--- config.mk ---
export PLATFORM = sky130hd
export DESIGN_NAME = epoch_seconds_to_date_core
export DESIGN_NICKNAME = d
export VERILOG_FILES = /design/src/eps2d_pkg.sv /design/src/eps2d_tod.sv /design/src/epoch_seconds_to_date_core.sv
export SDC_FILE = /design/constraint.sdc
export NUM_CORES = 2
export LEC_CHECK = 0
export ABC_AREA = 1
export BUFFER_PORTS_ARGS = -buffer_cell sky130_fd_sc_hd__buf_2
export CORE_AREA = 2 2 251 253
export DETAILED_ROUTE_END_ITERATION = 8
export DIE_AREA = 0 0 253 255
export GPL_TIMING_DRIVEN = 1
export PLACE_DENSITY = 0.76
export SYNTH_ARGS = -nofsm -noshare
export SYNTH_HDL_FRONTEND = slang
export SYNTH_SLANG_ARGS = --single-unit
--- constraint.sdc ---
create_clock -name aclk -period 11.4 [get_ports aclk]
set_clock_uncertainty 0.1 [all_clocks]
set_input_delay 0 -clock aclk [delete_from_list [all_inputs] [get_ports aclk]]
set_output_delay 0 -clock aclk [all_outputs]
set_load 0.005 [all_outputs]
--- src/eps2d_pkg.sv ---
`timescale 1ns / 1ps
// Shared types and constants for the epoch-seconds to calendar date converter.
// No dependencies; imported by eps2d_tod and epoch_seconds_to_date_core.
package eps2d_pkg;

    // First count of 2100-01-01 00:00:00 (36525 days)
    localparam logic [31:0] LIMIT_SECONDS = 32'hBC191380;

    // Seconds per day is 128 * 675; the day split divides the count >> 7 by 675
    localparam logic [9:0]  DAY_DIV    = 10'd675;
    localparam logic [25:0] DAY_RECIP  = 26'd50903316;   // floor(2^35 / 675)
    localparam int          DAY_SHIFT  = 35;

    // Four-year cycle of 1461 days, starting with a leap year
    localparam logic [10:0] CYCLE_DAYS  = 11'd1461;
    localparam logic [15:0] CYCLE_RECIP = 16'd45933;     // floor(2^26 / 1461)
    localparam int          CYCLE_SHIFT = 26;

    // Day-of-cycle boundaries of the second, third and fourth year
    localparam logic [10:0] YEAR1_START = 11'd366;
    localparam logic [10:0] YEAR2_START = 11'd731;
    localparam logic [10:0] YEAR3_START = 11'd1096;

    // Time of day constants
    localparam logic [11:0] SECS_PER_HOUR = 12'd3600;
    localparam logic [10:0] HOUR_RECIP    = 11'd1165;    // floor(2^22 / 3600)
    localparam int          HOUR_SHIFT    = 22;
    localparam logic [5:0]  SECS_PER_MIN  = 6'd60;
    localparam logic [10:0] MIN_RECIP     = 11'd1092;    // floor(2^16 / 60)
    localparam int          MIN_SHIFT     = 16;

    // Days before the first of each month in a common year
    localparam logic [8:0] CUM_DAYS [12] = '{
        9'd0, 9'd31, 9'd59, 9'd90, 9'd120, 9'd151,
        9'd181, 9'd212, 9'd243, 9'd273, 9'd304, 9'd334
    };

    // Time-of-day result handed from the time path to the output stage
    typedef struct packed {
        logic [4:0] hour;
        logic [5:0] minute;
        logic [5:0] second;
    } tod_t;

endpackage

--- src/eps2d_tod.sv ---
`timescale 1ns / 1ps
// Time-of-day path: splits the seconds within a day into hour, minute, second.
// Depends on eps2d_pkg; five register stages that advance on the shared enable.
module eps2d_tod (
    input  logic              aclk,
    input  logic              en,
    input  logic [16:0]       rem,
    output eps2d_pkg::tod_t   tod
);
    import eps2d_pkg::*;

    // Stage A: hour estimate product
    logic [26:0] prodh_reg;
    logic [16:0] rema_reg;
    // Stage B: hour estimate times 3600
    logic [4:0]  hestb_reg;
    logic [16:0] phb_reg;
    logic [16:0] remb_reg;
    // Stage C: corrected hour and seconds within hour
    logic [4:0]  hourc_reg;
    logic [11:0] rhc_reg;
    // Stage D: minute estimate product
    logic [4:0]  hourd_reg;
    logic [11:0] rhd_reg;
    logic [21:0] prodm_reg;
    // Stage E: minute estimate times 60
    logic [4:0]  houre_reg;
    logic [11:0] rhe_reg;
    logic [5:0]  meste_reg;
    logic [11:0] pme_reg;

    logic [4:0]  hest;
    logic [12:0] rh_raw;
    logic [4:0]  hour_next;
    logic [11:0] rh_next;
    logic [5:0]  mest;
    logic [6:0]  rs_raw;

    // Correct the hour estimate by at most one
    always_comb begin
        hest   = prodh_reg[HOUR_SHIFT +: 5];
        rh_raw = 13'(remb_reg - phb_reg);
        if (rh_raw >= 13'(SECS_PER_HOUR)) begin
            hour_next = hestb_reg + 5'd1;
            rh_next   = 12'(rh_raw - 13'(SECS_PER_HOUR));
        end else begin
            hour_next = hestb_reg;
            rh_next   = rh_raw[11:0];
        end
    end

    assign mest = prodm_reg[MIN_SHIFT +: 6];

    // Advance all stages together
    always_ff @(posedge aclk) begin
        if (en) begin
            prodh_reg <= 27'(rem) * 27'(HOUR_RECIP);
            rema_reg  <= rem;
            hestb_reg <= hest;
            phb_reg   <= 17'(hest) * 17'(SECS_PER_HOUR);
            remb_reg  <= rema_reg;
            hourc_reg <= hour_next;
            rhc_reg   <= rh_next;
            hourd_reg <= hourc_reg;
            rhd_reg   <= rhc_reg;
            prodm_reg <= 22'(rhc_reg) * 22'(MIN_RECIP);
            houre_reg <= hourd_reg;
            rhe_reg   <= rhd_reg;
            meste_reg <= mest;
            pme_reg   <= 12'(mest) * 12'(SECS_PER_MIN);
        end
    end

    // Correct the minute estimate by at most one
    always_comb begin
        rs_raw   = 7'(rhe_reg - pme_reg);
        tod.hour = houre_reg;
        if (rs_raw >= 7'(SECS_PER_MIN)) begin
            tod.minute = meste_reg + 6'd1;
            tod.second = 6'(rs_raw - 7'(SECS_PER_MIN));
        end else begin
            tod.minute = meste_reg;
            tod.second = rs_raw[5:0];
        end
    end

endmodule

--- src/epoch_seconds_to_date_core.sv ---
`timescale 1ns / 1ps
// Top level: seconds since 2000-01-01 00:00:00 to calendar date and time of day.
// Depends on eps2d_pkg and eps2d_tod.
//
//   channel | dir | tdata (low bit up)                                  | tuser
//   s_      | in  | seconds[31:0]                                       | -
//   m_      | out | year[6:0] month[10:7] day[15:11] hour[20:16]        | out_of_range[0]
//           |     | minute[26:21] second[32:27], zeros to bit 39         |
//
// One transfer per cycle in, one result per cycle out while the output is not stalled;
// each result passes through the stage registers and then the output register, a chain
// of reciprocal multiplies (day split, cycle split, hour and minute splits) with a correction after each.
// All stages advance together while the output register is empty or taken; a
// stall holds every stage. Reset clears only the valid bits.
module epoch_seconds_to_date_core (
    input  logic        aclk,
    input  logic        aresetn,
    input  logic        s_tvalid,
    output logic        s_tready,
    input  logic [31:0] s_tdata,   // seconds[31:0]
    output logic        m_tvalid,
    input  logic        m_tready,
    output logic [39:0] m_tdata,   // year, month, day, hour, minute, second
    output logic [0:0]  m_tuser    // out_of_range
);
    import eps2d_pkg::*;

    logic        en;
    logic [8:1]  valid_reg;
    logic        m_tvalid_reg;

    // Stage 1: day product
    logic        oor1_reg;
    logic [24:0] q1_reg;
    logic [6:0]  lo1_reg;
    logic [50:0] prod1_reg;
    // Stage 2: day estimate times 675
    logic        oor2_reg;
    logic [24:0] q2_reg;
    logic [6:0]  lo2_reg;
    logic [15:0] est2_reg;
    logic [24:0] p2_reg;
    // Stage 3: day count and seconds within day
    logic        oor3_reg;
    logic [15:0] days3_reg;
    logic [16:0] rem3_reg;
    // Stage 4: cycle product
    logic        oor4_reg;
    logic [15:0] days4_reg;
    logic [31:0] prod4_reg;
    // Stage 5: cycle estimate times 1461
    logic        oor5_reg;
    logic [15:0] days5_reg;
    logic [5:0]  cyc5_reg;
    logic [15:0] pc5_reg;
    // Stage 6: corrected cycle and day of cycle
    logic        oor6_reg;
    logic [5:0]  cyc6_reg;
    logic [10:0] dc6_reg;
    // Stage 7: year, day of year, leap
    logic        oor7_reg;
    logic [6:0]  year7_reg;
    logic [8:0]  doy7_reg;
    logic        leap7_reg;
    // Stage 8: month and its start
    logic        oor8_reg;
    logic [6:0]  year8_reg;
    logic [3:0]  mon8_reg;
    logic [8:0]  dnum8_reg;
    logic [8:0]  base8_reg;
    // Output register
    logic        oor_reg;
    logic [6:0]  year_reg;
    logic [3:0]  month_reg;
    logic [4:0]  day_reg;
    logic [4:0]  hour_reg;
    logic [5:0]  minute_reg;
    logic [5:0]  second_reg;

    logic [10:0] r3_raw;
    logic [15:0] days_next;
    logic [9:0]  r3_next;
    logic [5:0]  cyc5_next;
    logic [11:0] dc_raw;
    logic [5:0]  cyc_next;
    logic [10:0] dc_next;
    logic [1:0]  yoff;
    logic [8:0]  doy_next;
    logic        leap_next;
    logic [8:0]  dnum;
    logic [3:0]  mon_next;
    logic [8:0]  base_next;
    logic [4:0]  day_next;
    tod_t        tod;

    // Whole pipeline moves when the output register can take a result
    assign en       = !m_tvalid_reg || m_tready;
    assign s_tready = en;

    // Advance valid bits
    always_ff @(posedge aclk) begin
        if (!aresetn) begin
            valid_reg    <= '0;
            m_tvalid_reg <= 1'b0;
        end else if (en) begin
            valid_reg    <= {valid_reg[7:1], s_tvalid};
            m_tvalid_reg <= valid_reg[8];
        end
    end

    // Correct the day estimate and form the seconds within the day
    always_comb begin
        r3_raw = 11'(q2_reg - p2_reg);
        if (r3_raw >= 11'(DAY_DIV)) begin
            days_next = est2_reg + 16'd1;
            r3_next   = 10'(r3_raw - 11'(DAY_DIV));
        end else begin
            days_next = est2_reg;
            r3_next   = r3_raw[9:0];
        end
    end

    assign cyc5_next = prod4_reg[CYCLE_SHIFT +: 6];

    // Correct the cycle estimate
    always_comb begin
        dc_raw = 12'(days5_reg - pc5_reg);
        if (dc_raw >= 12'(CYCLE_DAYS)) begin
            cyc_next = cyc5_reg + 6'd1;
            dc_next  = 11'(dc_raw - 12'(CYCLE_DAYS));
        end else begin
            cyc_next = cyc5_reg;
            dc_next  = dc_raw[10:0];
        end
    end

    // Place the day within its four-year cycle
    always_comb begin
        if (dc6_reg < YEAR1_START) begin
            yoff      = 2'd0;
            doy_next  = dc6_reg[8:0];
            leap_next = 1'b1;
        end else if (dc6_reg < YEAR2_START) begin
            yoff      = 2'd1;
            doy_next  = 9'(dc6_reg - YEAR1_START);
            leap_next = 1'b0;
        end else if (dc6_reg < YEAR3_START) begin
            yoff      = 2'd2;
            doy_next  = 9'(dc6_reg - YEAR2_START);
            leap_next = 1'b0;
        end else begin
            yoff      = 2'd3;
            doy_next  = 9'(dc6_reg - YEAR3_START);
            leap_next = 1'b0;
        end
    end

    // Find the month: the last start that lies below the day number
    always_comb begin
        logic [8:0] cand;
        dnum      = doy7_reg + 9'd1;
        mon_next  = 4'd1;
        base_next = 9'd0;
        for (int i = 1; i < 12; i++) begin
            cand = CUM_DAYS[4'(i)] + ((i >= 2) ? {8'd0, leap7_reg} : 9'd0);
            if (dnum > cand) begin
                mon_next  = 4'(i + 1);
                base_next = cand;
            end
        end
    end

    assign day_next = 5'(dnum8_reg - base8_reg);

    // Date path registers
    always_ff @(posedge aclk) begin
        if (en) begin
            oor1_reg   <= (s_tdata >= LIMIT_SECONDS);
            q1_reg     <= s_tdata[31:7];
            lo1_reg    <= s_tdata[6:0];
            prod1_reg  <= 51'(s_tdata[31:7]) * 51'(DAY_RECIP);

            oor2_reg   <= oor1_reg;
            q2_reg     <= q1_reg;
            lo2_reg    <= lo1_reg;
            est2_reg   <= prod1_reg[DAY_SHIFT +: 16];
            p2_reg     <= 25'(prod1_reg[DAY_SHIFT +: 16]) * 25'(DAY_DIV);

            oor3_reg   <= oor2_reg;
            days3_reg  <= days_next;
            rem3_reg   <= {r3_next, lo2_reg};

            oor4_reg   <= oor3_reg;
            days4_reg  <= days3_reg;
            prod4_reg  <= 32'(days3_reg) * 32'(CYCLE_RECIP);

            oor5_reg   <= oor4_reg;
            days5_reg  <= days4_reg;
            cyc5_reg   <= cyc5_next;
            pc5_reg    <= 16'(cyc5_next) * 16'(CYCLE_DAYS);

            oor6_reg   <= oor5_reg;
            cyc6_reg   <= cyc_next;
            dc6_reg    <= dc_next;

            oor7_reg   <= oor6_reg;
            year7_reg  <= 7'({cyc6_reg, 2'b00} + 8'(yoff));
            doy7_reg   <= doy_next;
            leap7_reg  <= leap_next;

            oor8_reg   <= oor7_reg;
            year8_reg  <= year7_reg;
            mon8_reg   <= mon_next;
            dnum8_reg  <= dnum;
            base8_reg  <= base_next;

            // Replace the result with the default date beyond 2099
            oor_reg    <= oor8_reg;
            year_reg   <= oor8_reg ? 7'd0 : year8_reg;
            month_reg  <= oor8_reg ? 4'd1 : mon8_reg;
            day_reg    <= oor8_reg ? 5'd1 : day_next;
            hour_reg   <= oor8_reg ? 5'd0 : tod.hour;
            minute_reg <= oor8_reg ? 6'd0 : tod.minute;
            second_reg <= oor8_reg ? 6'd0 : tod.second;
        end
    end

    // Time-of-day path, aligned to stages 4 through 8
    eps2d_tod u_tod (
        .aclk (aclk),
        .en   (en),
        .rem  (rem3_reg),
        .tod  (tod)
    );

    assign m_tvalid   = m_tvalid_reg;
    assign m_tdata    = {7'd0, second_reg, minute_reg, hour_reg, day_reg, month_reg, year_reg};
    assign m_tuser[0] = oor_reg;

    // Out-of-range results carry the default date
    assert property (@(posedge aclk) disable iff (!aresetn)
        m_tvalid && oor_reg |-> year_reg == 7'd0 && month_reg == 4'd1 && day_reg == 5'd1
            && hour_reg == 5'd0 && minute_reg == 6'd0 && second_reg == 6'd0)
        else $error("out-of-range result without default date");

    // In-range results are legal calendar values
    assert property (@(posedge aclk) disable iff (!aresetn)
        m_tvalid && !oor_reg |-> year_reg <= 7'd99 && month_reg >= 4'd1
            && month_reg <= 4'd12 && day_reg >= 5'd1 && hour_reg <= 5'd23
            && minute_reg <= 6'd59 && second_reg <= 6'd59)
        else $error("result field out of calendar range");

    // A stall at the input only comes from a held result
    assert property (@(posedge aclk) disable iff (!aresetn)
        !s_tready |-> m_tvalid && !m_tready)
        else $error("input stalled without output backpressure");

    // An accepted transfer enters the first stage
    assert property (@(posedge aclk) disable iff (!aresetn)
        s_tvalid && s_tready |=> valid_reg[1])
        else $error("accepted transfer lost at stage 1");

    // A held pipeline keeps the output result
    assert property (@(posedge aclk) disable iff (!aresetn)
        m_tvalid && !m_tready |=> m_tvalid && $stable(m_tdata) && $stable(m_tuser))
        else $error("stalled result changed");

endmodule
* Word level (Yosys, flattened, before mapping)
Index checks and enable logic that the tools add are counted.
** Word-level totals
- Flip-flop bits (word level) :: 462
- Output and inout bits :: 43
** Operators by class
- Add/subtract/negate cells :: 24
- $mul :: 8
- $lt $le $gt $ge :: 15
- Muxes and demuxes :: 27
- Reductions and logical operators :: 2
** Operators by type and width (number)
- 25-bit by 24-bit multiplier with 49-bit output, second input constant :: 1
- 5-bit two-way mux :: 9
- 32-bit >= comparator, second input constant :: 1
- 16-bit by 16-bit multiplier with 32-bit output, second input constant :: 1
- 8-bit by 1-bit adder with 9-bit output, first input constant :: 3
- 9-bit greater-than comparator :: 3
- 17-bit by 11-bit multiplier with 27-bit output, second input constant :: 1
- 9-bit two-way mux :: 3
- 12-bit two-way mux :: 2
- 12-bit by 9-bit multiplier with 20-bit output, second input constant :: 1
- 4-bit two-way mux :: 5
- 9-bit by 8-bit greater-than comparator with 1-bit output :: 2
- 16-bit by 1-bit adder with 16-bit output, second input constant :: 1
- 7-bit by 1-bit adder with 8-bit output, first input constant :: 2
- 16-bit by 10-bit multiplier with 11-bit output, second input constant :: 1
- 16-bit two-way mux :: 1
- 13-bit by 12-bit >= comparator with 1-bit output, second input constant :: 1
- 13-bit subtractor :: 1
- 12-bit by 11-bit >= comparator with 1-bit output, second input constant :: 1
- 6-bit by 11-bit multiplier with 12-bit output, second input constant :: 1
- 12-bit subtractor :: 1
- 12-bit subtractor, second input constant :: 1
- 11-bit by 10-bit >= comparator with 1-bit output, second input constant :: 1
- 11-bit by 10-bit less-than comparator with 1-bit output, second input constant :: 1
- other kinds (27) :: 31

* Logic depth before layout (Yosys ltp)
- Depth in word-level cells :: 9
- Mapped depth :: 24
- Gate-level depth less buffers :: 24

* By module
A second synthesis with hierarchy kept.
** Unflattened totals
- Cells, all modules :: 3778
- Area, all modules :: 36836.6 um^2
** Modules (own cells, without submodules)
- epoch_seconds_to_date_core :: times used 1, cells each 2927, area an instance 28439.8 um^2, sequential area each 7747.4 um^2
- eps2d_tod :: times used 1, cells each 851, area an instance 8396.8 um^2, sequential area each 2882.8 um^2

* Least setup slack after synthesis
OpenSTA, ideal clock, no wires.
- Path kind :: register to register
- Start point :: reg m_tvalid_reg (netlist: m_tvalid)
- End point :: reg base8_reg[0], enable pin
- Setup time :: 2.888 ns
- Arrival :: 6.870 ns
- Required time :: 8.412 ns
- Path slack :: 1.543 ns
- Stages on the path, launching flop included :: 4
- Path buffers :: 0
- Period minus slack after synthesis :: 9.857 ns
- Cell sequence :: dfxtp_1 -> inv_1 -> nor2_1 -> clkinv_1
** Between the ends
- Cells in the longest elaborated chain, start to end :: 2
** Ends and longest elaborated chain
- start: declaration :: line epoch_seconds_to_date_core.sv:30 : logic m_tvalid_reg;
- start signal: assignment :: line epoch_seconds_to_date_core.sv:107 : m_tvalid_reg <= valid_reg[8];
- 1-bit logical NOT :: line epoch_seconds_to_date_core.sv:97 : assign en = !m_tvalid_reg || m_tready;
- 1-bit logical OR :: line epoch_seconds_to_date_core.sv:97
- via s_tready :: line epoch_seconds_to_date_core.sv:19 : output logic s_tready,
- end signal: assignment :: line epoch_seconds_to_date_core.sv:215 : base8_reg <= base_next;
- end: declaration :: line epoch_seconds_to_date_core.sv:70 : logic [8:0] base8_reg;
The timed path passes the listed nets, and every way through them passes these cells.
A chain may end at the register's enable or synchronous reset.

* Worst setup path in the final report
- Start point :: in s_tdata[10]
- End point :: reg prod1_reg[49], data pin
** Between the ends
- Cells in the longest elaborated chain, start to end :: 1
** Ends and longest elaborated chain
- start: declaration :: line epoch_seconds_to_date_core.sv:20 : input logic [31:0] s_tdata,
- 25-bit by 24-bit multiplier with 49-bit output :: line epoch_seconds_to_date_core.sv:181 : prod1_reg <= 51'(s_tdata[31:7]) * 51'(DAY_RECIP);
- end signal: assignment :: line epoch_seconds_to_date_core.sv:181
- end: declaration :: line epoch_seconds_to_date_core.sv:36 : logic [50:0] prod1_reg;
No other way between the ends.

==> impl_metrics.tcl <==
set metrics [dict create \
    cts_tree "done" \
    root_buffer "clkbuf_16" \
    synth_cell_types 48 \
    crit_buf_inv 5 \
    min_period_ns 5.75 \
    dr.first_iter.drc_count 1582 \
    ios 79 \
    drc 0 \
    max-cap-violations 0 \
    slew_headroom_pct 30.3 \
    hold_start "s_tdata[4]" \
    die_x_um 253 \
    hp-class "primary input to register" \
    fin_crit_sh_pct 50.4 \
    core_sq_um 62200 \
    postSynthRegisterBits 357 \
    cts.sinks 357 \
    grt_pass1_wl_um 126000 \
    antenna_left 0 \
    r2r_end "prod4_reg[26]$_DFFE_PP_" \
    end_kind "register" \
    first_pass_iters 5 \
    finalHoldViolCount 0 \
    port-buffer-count 71 \
    synth_seq_area_share_pct 28.9 \
    overflow 0 \
    finalSetupTns_ns 0 \
    largest_reg_flops 17 \
    rsz0062_at_grt "no" \
    cp_common_cell "fa_1" \
    synth_cells 3768 \
    met2_usage_pct 42.9 \
    slowest_stage "fa_1" \
    antenna_found_initial 1 \
    cp_cell_sequence "dlygate4sd3_1 -> buf_2 -> inv_1 -> ha_1 -> ha_1 -> fa_1 -> fa_1 -> fa_1 -> fa_1 -> inv_1 -> fa_1 -> inv_1 -> ha_1 -> a21oi_1 -> o21ai_0 -> a21boi_0 -> o21ai_0 -> nand2_1 -> nand3_1 -> xor2_1" \
    r2r_slack_ns 5.97 \
    wire_per_inst_um 16.1 \
    n_antenna_cell 0 \
    rows 92 \
    htreeDepth 2 \
    viasPerCell 5.38 \
    area.growth.synth_to_final_pct 7.45 \
    crit_path_start_kind "primary input" \
    post-dp-hpwl_um 60900 \
    max_freq_mhz 174 \
    setup_viol_count_final 0 \
    worst_pin_slew_ns 1.05 \
    final_cell_mix "790 x inv_1, 705 x ha_1, 566 x nand2_1" \
    synth_ff_type "edfxtp_1" \
    grt_use_met1_pct 32.0 \
    reg2reg_depth 19 \
    cts_buffer_depth 3 \
    crit_fanout 12 \
    track_usage_pct 24.4 \
    drive_above_1_share_pct 4.32 \
    vias 25400 \
    drv_slew 0 \
    synth_edf_count 348 \
    worstSetupPathType "primary input to register" \
    critPathMaxStageDelay_ns 0.56 \
    routed_wl_um 75700 \
    synthesis.area_sq_um 36700 \
    layout.nets 4937 \
    cts-buffers-inserted 40 \
    whs_endpoint "lo1_reg[4]$_DFFE_PP_" \
    grt_max_degree 146 \
    grtUsageMet3_pct 2.71 \
    grt_pass1_vias 25800 \
    dieArea_sq_um 64500 \
    insertion_delay_ns 0.60 \
    top_usage_layer "met2" \
    crit_arrival_ns 5.96 \
    status "finished, final reports clean" \
    rr_startpoint "days3_reg[5]$_DFFE_PP_" \
    cpLargestDelayFamily "adder cells" \
    gp_congestion 0.990 \
    dieHeight_um 255 \
    cp.required_ns 11.61 \
    clkTransAtPathRegs_ns 0.06 \
    layout_commonest_cell "inv_1" \
    hold_depth 2 \
    initial_core_util_pct 59.1 \
    postSynthAreaPerCell_sq_um 9.75 \
    yosysWarnings 0 \
    synth-async-reset-ratio_pct 0 \
    cts_resized 0 \
]
## worst register-to-register path: stages, from the launching register on
cell,delay [ns]
edfxtp_1,0.52
ha_1,0.34
inv_1,0.05
fa_1,0.51
inv_1,0.06
fa_1,0.53
inv_1,0.06
fa_1,0.54
fa_1,0.53
fa_1,0.54
inv_1,0.04
ha_1,0.34
nand2_1,0.10
nor2_1,0.10
inv_1,0.08
nor3_1,0.27
nand2_1,0.11
o21bai_1,0.18
nand3_1,0.09
xor2_1,0.06
## worst max-delay path by stage
stage | from | endpoint | depth (start not counted)
2_1_floorplan | m_tvalid$_SDFFE_PN0P_ | base8_reg[0]$_DFFE_PP_ | 3
4_1_cts | s_tdata[10] | prod1_reg[49]$_DFFE_PP_ | 20
3_3_place_gp | s_tdata[10] | prod1_reg[49]$_DFFE_PP_ | 19
5_1_grt | s_tdata[10] | prod1_reg[49]$_DFFE_PP_ | 20
3_5_place_dp | s_tdata[10] | prod1_reg[49]$_DFFE_PP_ | 19
6_report | s_tdata[10] | prod1_reg[49]$_DFFE_PP_ | 20
## cells in the mapped netlist (12+ instances only)
| cell type | n | area [sq um] |
|---|---|---|
| fa_1 | 313 | 6270 |
| nand3_1 | 180 | 901 |
| inv_1 | 790 | 2970 |
| nand2_2 | 12 | 75.1 |
| o21bai_1 | 18 | 135 |
| ha_1 | 705 | 8820 |
| xnor2_1 | 39 | 342 |
| o21ai_0 | 121 | 606 |
| nor3_1 | 30 | 150 |
| nand4_1 | 48 | 300 |
| a21oi_1 | 161 | 806 |
| nand2_1 | 566 | 2120 |
| edfxtp_1 | 348 | 10500 |
| nor2_1 | 198 | 743 |
| a31oi_1 | 17 | 106 |
| xor2_1 | 96 | 841 |
## layout make-up
type | count | area, sq um
Sequential cell | 357 | 10600
Timing Repair Buffer | 98 | 616
Tap cell | 799 | 1000
Inverter | 791 | 2980
Multi-Input combinational cell | 2595 | 23000
Fill cell | 4993 | 22700
Clock buffer | 50 | 1070
Clock inverter | 24 | 220
## per-layer routing
metal  up-vias  share of wire (%)  wire, um
met1     12100                 44     33100
met4         2                2.6      1970
met2       606                 49     37200
li1      12600                  -         -
met3       124                4.6      3470
met5         -              0.017        13
## cells by family after synthesis
kind of cell,share of synthesized area [%]
AND/OR/NAND/NOR,12.3
adder cells (fa/ha/maj),41.1
buffers and inverters,8.62
AO/OA/AOI/OAI,5.57
flip-flops,28.9
XOR/XNOR,3.51
other,0.0102
multiplexers,0.0272
## metrics by stage
step / instance area (sq um) / setup WS [ns] / cells / hold WS [ns] / utilization, %
after floorplan: 36800 / 1.54 / 3774 / -0.00113 / -
after global placement: 38000 / 5.80 / 4617 / 0.0772 / 61.1
after detailed placement: 38000 / 5.70 / 4617 / 0.0811 / 61.1
after CTS: 39500 / 5.72 / 4714 / 0.00235 / 63.5
after global routing: 39500 / 5.36 / 4714 / 0.0206 / 63.5
final: 39500 / 5.65 / 4714 / 0.0268 / 63.5
## timing repair
item / 4_1_cts / 5_1_grt
buffers inserted: 0 / 0
hold buffers: 23 / 0
endpoints found under the hold margin: 27 / 0
Power is not shown: default switching activity piles up to over one toggle a cycle in this logic, so the estimate is an artifact.
